$ cat config.mk
export PLATFORM = sky130hd
export DESIGN_NAME = ieet_div
export DESIGN_NICKNAME = d
export VERILOG_FILES = /design/src/rtl/core/ieet_pkg.sv /design/src/rtl/core/ieet_div.sv
export SDC_FILE = /design/constraint.sdc
export NUM_CORES = 1
export LEC_CHECK = 0
export BUFFER_PORTS_ARGS = -buffer_cell sky130_fd_sc_hd__buf_2
export CAP_MARGIN = 5
export CELL_PAD_IN_SITES_DETAIL_PLACEMENT = 1
export CELL_PAD_IN_SITES_GLOBAL_PLACEMENT = 1
export CORE_MARGIN = 5
export CORE_UTILIZATION = 44
export CTS_BUF_LIST = sky130_fd_sc_hd__clkbuf_8 sky130_fd_sc_hd__clkbuf_16
export DETAILED_ROUTE_END_ITERATION = 6
export PLACE_DENSITY_LB_ADDON = 0.1
export SETUP_SLACK_MARGIN = 0.4
export SYNTH_ARGS = -nofsm -noshare
export SYNTH_HDL_FRONTEND = slang
export SYNTH_SLANG_ARGS = --single-unit
export TNS_END_PERCENT = 20
$ cat constraint.sdc
create_clock -name clk -period 3.7 [get_ports clk]
set_clock_uncertainty 0.2 [all_clocks]
set_input_delay 0.37 -clock clk [delete_from_list [all_inputs] [get_ports clk]]
set_output_delay 0.37 -clock clk [all_outputs]
set_load 0.01 [all_outputs]
$ cat src/rtl/core/ieet_pkg.sv
// shared types, codes and constants for the irregular ema estimate table
`timescale 1ns / 1ps

package ieet_pkg;

    localparam int ENTRIES_DEF = 64;

    // request codes
    localparam logic [1:0] REQ_UPDATE  = 2'd0;
    localparam logic [1:0] REQ_QUERY   = 2'd1;
    localparam logic [1:0] REQ_LOAD    = 2'd2;
    localparam logic [1:0] REQ_INVALID = 2'd3;

    // outcome codes
    localparam logic [1:0] OUT_IGNORED  = 2'd0;
    localparam logic [1:0] OUT_CANCELED = 2'd1;
    localparam logic [1:0] OUT_COUNTED  = 2'd2;
    localparam logic [1:0] OUT_SPARE    = 2'd3;

    // fixed point constants
    localparam logic [32:0] ONE32 = 33'h1_0000_0000;
    localparam logic [24:0] ONE24 = 25'h100_0000;
    // exp(-1) with 32 fractional bits, truncated series at f = 1
    localparam logic [31:0] E1 = 32'd1580030169;
    localparam logic [4:0]  SERIES_TERMS = 5'd16;

    typedef struct packed {
        logic [1:0]  req_type;
        logic [5:0]  entry;
        logic [31:0] sample_ms;
        logic [43:0] time_ms;
        logic [31:0] window_ms;
        logic [1:0]  outcome;
        logic [31:0] fallback_ms;
    } req_t;

    typedef struct packed {
        logic [31:0] estimate_ms;
        logic        applied;
    } rsp_t;

    typedef struct packed {
        logic [31:0] est;
        logic [31:0] last;
        logic [43:0] stamp;
    } entry_t;

    typedef struct packed {
        logic        start;
        logic [6:0]  nbits;
        logic [63:0] dividend;
        logic [31:0] divisor;
    } div_req_t;

    typedef struct packed {
        logic        busy;
        logic        done;
        logic [63:0] quotient;
    } div_rsp_t;

    typedef enum logic [4:0] {
        ST_IDLE,
        ST_RD,
        ST_DISPATCH,
        ST_CLASSIFY,
        ST_AQ_ISSUE,
        ST_AQ_WAIT,
        ST_SER_MUL,
        ST_SER_RCP,
        ST_SER_ACC,
        ST_POW,
        ST_POW_ACC,
        ST_V_ISSUE,
        ST_V_WAIT,
        ST_Q_ISSUE,
        ST_Q_WAIT,
        ST_MIX_MUL,
        ST_MIX_ACC,
        ST_MIX_END,
        ST_DONE
    } state_t;

endpackage

$ cat src/rtl/core/ieet_div.sv
// shared restoring divider, one quotient bit per cycle
`timescale 1ns / 1ps

module ieet_div
(
    input  logic               clk,
    input  logic               rst_n,
    input  ieet_pkg::div_req_t req,
    output ieet_pkg::div_rsp_t rsp
);

    logic        busy_reg, busy_next;
    logic        done_reg, done_next;
    logic [6:0]  cnt_reg, cnt_next;
    logic [63:0] q_reg, q_next;
    logic [31:0] r_reg, r_next;
    logic [31:0] d_reg, d_next;
    logic [32:0] trial;
    logic        ge;
    logic [6:0]  shamt;

    always_comb
    begin
        busy_next = busy_reg;
        cnt_next  = cnt_reg;
        q_next    = q_reg;
        r_next    = r_reg;
        d_next    = d_reg;
        done_next = 1'b0;
        trial     = {r_reg, q_reg[63]};
        ge        = trial >= {1'b0, d_reg};
        shamt     = 7'd64 - req.nbits;
        if (req.start)
        begin
            // align dividend so its top bit leaves first
            q_next    = req.dividend << shamt;
            r_next    = '0;
            d_next    = req.divisor;
            cnt_next  = req.nbits;
            busy_next = 1'b1;
        end
        else if (busy_reg)
        begin
            r_next   = ge ? 32'(trial - {1'b0, d_reg}) : trial[31:0];
            q_next   = {q_reg[62:0], ge};
            cnt_next = cnt_reg - 7'd1;
            if (cnt_reg == 7'd1)
            begin
                busy_next = 1'b0;
                done_next = 1'b1;
            end
        end
    end

    always_ff @(posedge clk or negedge rst_n)
    begin
        if (!rst_n)
        begin
            busy_reg <= 1'b0;
            done_reg <= 1'b0;
            cnt_reg  <= '0;
        end
        else
        begin
            busy_reg <= busy_next;
            done_reg <= done_next;
            cnt_reg  <= cnt_next;
        end
    end

    always_ff @(posedge clk)
    begin
        q_reg <= q_next;
        r_reg <= r_next;
        d_reg <= d_next;
    end

    assign rsp.busy     = busy_reg;
    assign rsp.done     = done_reg;
    assign rsp.quotient = q_reg;

endmodule

-- Word level (Yosys, flattened, before mapping)
Index checks and enable logic that the tools add are counted.
- $add $sub $neg: 3
- shift-type cells: 1
- mux-type cells: 11
- magnitude comparators: 1
- equal/unequal tests: 1
- reductions and logical operators: 1
- operators with widths (kind ; number):
    2-to-1 mux 64 bit ; 2
    left shift 64 x 7 -> 64 bit ; 1
    >= comparator 33 x 32 -> 1 bit ; 1
    2-to-1 mux 32 bit ; 1
    subtractor 32 bit ; 1
    2-to-1 mux 7 bit ; 2
    equality test 7 x 1 -> 1 bit (second input constant) ; 1
    subtractor 7 x 1 -> 7 bit (second input constant) ; 1
    subtractor 7 bit (first input constant) ; 1
    2-to-1 mux 1 bit ; 6
    nonzero test 2 bit ; 1
- logic and storage cells: 24
- register bits after elaboration: 137

-- Longest topological paths before layout
- word-level depth: 4
- mapped depth: 15
- gate-level depth less buffers: 11

-- Worst setup path before layout
No wires, ideal clock.
- kind: input to register
- start: in req[96] (netlist name)
- end: reg q_reg[63], data pin
- data arrival time: 3.389 ns
- path buffers: 5
- library setup time: 0.278 ns
- path slack: -0.167 ns
- stages on the path: 13
- data required time: 3.222 ns
- cells stage by stage: buf_2 buf_2 buf_2 inv_1 ha_1 clkbuf_1 clkbuf_1 mux4_2 mux2_2 o21ai_0 nor2_1 a21oi_1 o221ai_1
- longest elaborated chain between the ends: 3
- RTL lines (item ; line ; source):
    from (decl) ; ieet_div.sv:8 ; input ieet_pkg::div_req_t req,
    subtractor 7 bit ; ieet_div.sv:32 ; shamt = 7'd64 - req.nbits;
    left shift 64 x 7 -> 64 bit ; ieet_div.sv:36 ; q_next = req.dividend << shamt;
    2-to-1 mux 64 bit ; ieet_div.sv:33 ; if (req.start)
    net q_next[63] ; ieet_div.sv:15 ; logic [63:0] q_reg, q_next;
    to (signal assigned) ; ieet_div.sv:73 ; q_reg <= q_next;
    to (decl) ; ieet_div.sv:15 ;
The timed path passes the listed nets, and every way through them passes these cells.
A chain may end at the register's enable or synchronous reset.

-- Final worst setup path
- start: reg d_reg[4]
- end: reg r_reg[9]
- longest elaborated chain between the ends: 2
- elaborated cells on any way between the ends: 3
- RTL lines (item ; line ; source):
    from (decl) ; ieet_div.sv:17 ; logic [31:0] d_reg, d_next;
    from (signal assigned) ; ieet_div.sv:75 ; d_reg <= d_next;
    subtractor 32 bit or >= comparator 33 x 32 -> 1 bit (tied branches) ; ieet_div.sv:44, ieet_div.sv:31 ;
    2-to-1 mux 32 bit * ; ieet_div.sv:44 ; r_next = ge ? 32'(trial - {1'b0, d_reg}) : trial[31:0];
    to (signal assigned) ; ieet_div.sv:74 ; r_reg <= r_next;
    to (decl) ; ieet_div.sv:16 ; logic [31:0] r_reg, r_next;
Every way passes the cells marked *; elsewhere a longest branch is shown, timed or not.

==> metrics.cfg <==
[run_status]
outcome=completed

[setup_path]
crit_fanout=12
reg2regPathDepth=11
r2r_start=d_reg[4]
crit_start=d_reg[4]
cp_cell_sequence=inv_1 > ha_2 > nand3_2 > o21bai_4 > a311oi_4 > o2111ai_2 > a211oi_2 > a31o_1 > buf_6 > nand3_1 > a311oi_1
crit_path_start_kind=flop
rrSetupSlack_ns=0.54
critPathCapture=r_reg[9]
slowest_delay_ns=0.39
crit_type=reg2reg
critPathSlowestCell=ha_2
reg2reg_to=r_reg[9]
cp.required_ns=3.84
end_kind=flop
critPathArrivalTime_ns=3.29

[routing]
first_iter_violations=609
via_per_inst=6.02
vias=10300
drt-wirelength-per-cell_um=23.1
route.detailed.drc=0
finalWirelength_mm=39.5
ant_nets=0
dr.pass1.iters=5

[synth]
syn_avg_cell_area_um2=9.08
ys_ff_latch=137
async_flop_share=0.0657
netlist_area_um2=11000
synth_edf_count=96
yosysSeqAreaShare=0.341
synth_ff_type=edfxtp_1
yosysUniqueCellTypes=77
synthCells=1210
synth_nets=1352
synth_top_cell_area_share=0.262
yosysWarnings=0
yosys.area.top_type=edfxtp_1
yosys-top-cells-area=edfxtp_1 26%, mux4_2 7.0%, mux2i_1 6.7%

[final_layout]
largest_reg_flops=64
syn_to_final_growth_pct=20.4
drive_above_1_share=0.237
finalNetCount=1519

[place]
numPortBuffers=171
gp_congestion=0.980
dpl.hpwl_mm=29.6

[clock_tree]
cts_root_buffer=clkbuf_16
cts_buffers=17
max-clock-path-buffers=2
clock_latency_ns=0.43
cts_tree=done
cts.htree.levels=4
clkSinkCount=137
clkTransAtPathRegs_ns=0.07

[timing]
period_minus_slack_ns=3.16
finalSetupTns_ns=0
hold_viol_final=0
tightestPinTransition_ns=1.07
rsz0062_at_grt=true
fin_crit_sh=0.853
max_slew_margin=0.284
drv_slew=0
finalHoldWorstSlack_ns=0.0613
setup_violations=0
max_freq_mhz=317

[floorplan]
num_rows=57
fp.dieH_um=168
pin_count=172
initial_core_util=0.449
dieArea_um2=28200
die_x_um=168
fp.coreArea_um2=24500

[power_and_ir_drop]
p_int_uw=4040
power_frac_seq=0.311
leakage_uw=0.00575
p_per_area_nw_per_um2=503
p_sw_uw=2620
p_clk_frac=0.274
pwr-share-comb=0.415
p_sw_frac=0.393
ir_drop_uv=334

[grt]
grt_pass1_wl_mm=61.4
grt_pass1_vias=11100
grt-ovfl-total=0
antenna_found_initial=0
track_usage=0.274
grt_max_degree=71

[run]
cap_violations=0

[worst_hold_path]
hold_depth=3
hp-class=in2reg

critical path, delay by kind of cell, from the launching register on:
family / cells / cell delay (ns)
AOI/OAI and AO/OA: 6 / 1.65
adders and majority gates: 1 / 0.39
DFF: 1 / 0.32
buffers and inverters: 2 / 0.26
and+or+nand+nor: 2 / 0.24
cells in the final DEF (no fill, tap or decap), types with 8 or more instances in the layout:
cell type / Yosys / layout
a31oi_1: 8 / 8
ha_1: 35 / 32
a311oi_2: 11 / 11
buf_2: 15 / 169
a221o_1: 12 / 12
clkbuf_16: 0 / 17
a21o_1: 11 / 11
a21oi_1: 72 / 72
xor2_1: 18 / 15
nor3_1: 12 / 12
and3_1: 12 / 12
nand2_2: 10 / 10
nor2_1: 96 / 96
dfxtp_1: 32 / 32
nand3_1: 30 / 30
a211oi_1: 13 / 12
o221ai_1: 22 / 21
buf_4: 4 / 30
dfrtp_1: 9 / 8
nand2_1: 185 / 185
mux2i_1: 74 / 74
o21ai_0: 67 / 66
o211ai_1: 21 / 21
inv_1: 50 / 51
mux4_2: 34 / 34
edfxtp_1: 96 / 96
dlygate4sd3_1: 0 / 33
mux2_2: 10 / 10
o2bb2ai_1: 31 / 31
xnor2_1: 16 / 13
through the flow:
stage	instances	power [µW]	utilization	setup slack (ns)	cell area, µm²
2_1_floorplan	1210	3920	-	0.416	11000
3_3_place_gp	1647	4720	0.501	0.350	12200
3_5_place_dp	1647	4760	0.501	0.304	12200
4_1_cts	1712	6630	0.539	0.436	13200
5_1_grt	1714	7000	0.541	0.374	13200
6_report	1715	6650	0.541	0.543	13200
power groups by stage:
stage,logic (µW),registers (µW),clock network (µW)
2_1_floorplan,1840,2090,0
4_1_cts,2720,2070,1840
3_3_place_gp,2630,2090,0
5_1_grt,3000,2090,1910
6_report,2760,2070,1820
3_5_place_dp,2670,2090,0
area by class of cell:
class                           instances  area [µm²]
Clock inverter                         15         175
Timing Repair Buffer                  239        1530
Inverter                               52         195
Antenna cell                            1        2.50
Sequential cell                       137        3750
Multi-Input combinational cell        930        6750
Clock buffer                           17         425
Fill cell                            2838       11200
Tap cell                              324         405
routing by layer:
metal | track usage | up-vias | wire length [µm]
met2 | 0.508 | 284 | 20700
met4 | 0.134 | 0 | 1840
met5 | 0 | - | 0
li1 | - | 4881 | -
met1 | 0.308 | 5063 | 15500
met3 | 0.0387 | 97 | 1500
cell usage after synthesis (9+ instances only):
cell and number:
a211oi_1 13, a21o_1 11, a21oi_1 72, a221o_1 12, a311oi_2 11, and3_1 12
buf_2 15, clkbuf_1 61, dfrtp_1 9, dfxtp_1 32, edfxtp_1 96, ha_1 35
inv_1 50, mux2_2 10, mux2i_1 74, mux4_2 34, nand2_1 185, nand2_2 10
nand3_1 30, nor2_1 96, nor3_1 12, o211ai_1 21, o21ai_0 67, o221ai_1 22
o2bb2ai_1 31, xnor2_1 16, xor2_1 18
cells by family (layout without fill, tap and decap cells):
logic type | after synthesis | after routing | share of synthesized area
multiplexers | 118 | 118 | 0.147
XOR/XNOR | 34 | 34 | 0.0271
AO/OA/AOI/OAI | 346 | 346 | 0.229
adder cells (fa/ha/maj) | 36 | 36 | 0.0417
flip-flops | 137 | 137 | 0.341
AND/OR/NAND/NOR | 396 | 396 | 0.160
buffers and inverters | 143 | 323 | 0.0543
other | 0 | 1 | 0
worst min-delay path by stage:
| stage | slack (ns) | start | to |
|---|---|---|---|
| 4_1_cts | 0.05 | req[97] | cnt_reg[1] |
| 2_1_floorplan | -0.13 | rst_n | busy_reg |
| 5_1_grt | 0.07 | req[101] | cnt_reg[5] |
| 3_3_place_gp | 0.07 | rst_n | done_reg |
| 3_5_place_dp | 0.07 | rst_n | done_reg |
| 6_report | 0.06 | req[101] | cnt_reg[5] |
timing repair:
item,CTS,global route
hold buffers,33,0
buffers inserted,0,2
resized for setup,0,9
setup endpoints to repair,0,28
endpoints found under the hold margin,41,0
Note: power is estimated with default switching activity, not from simulation.
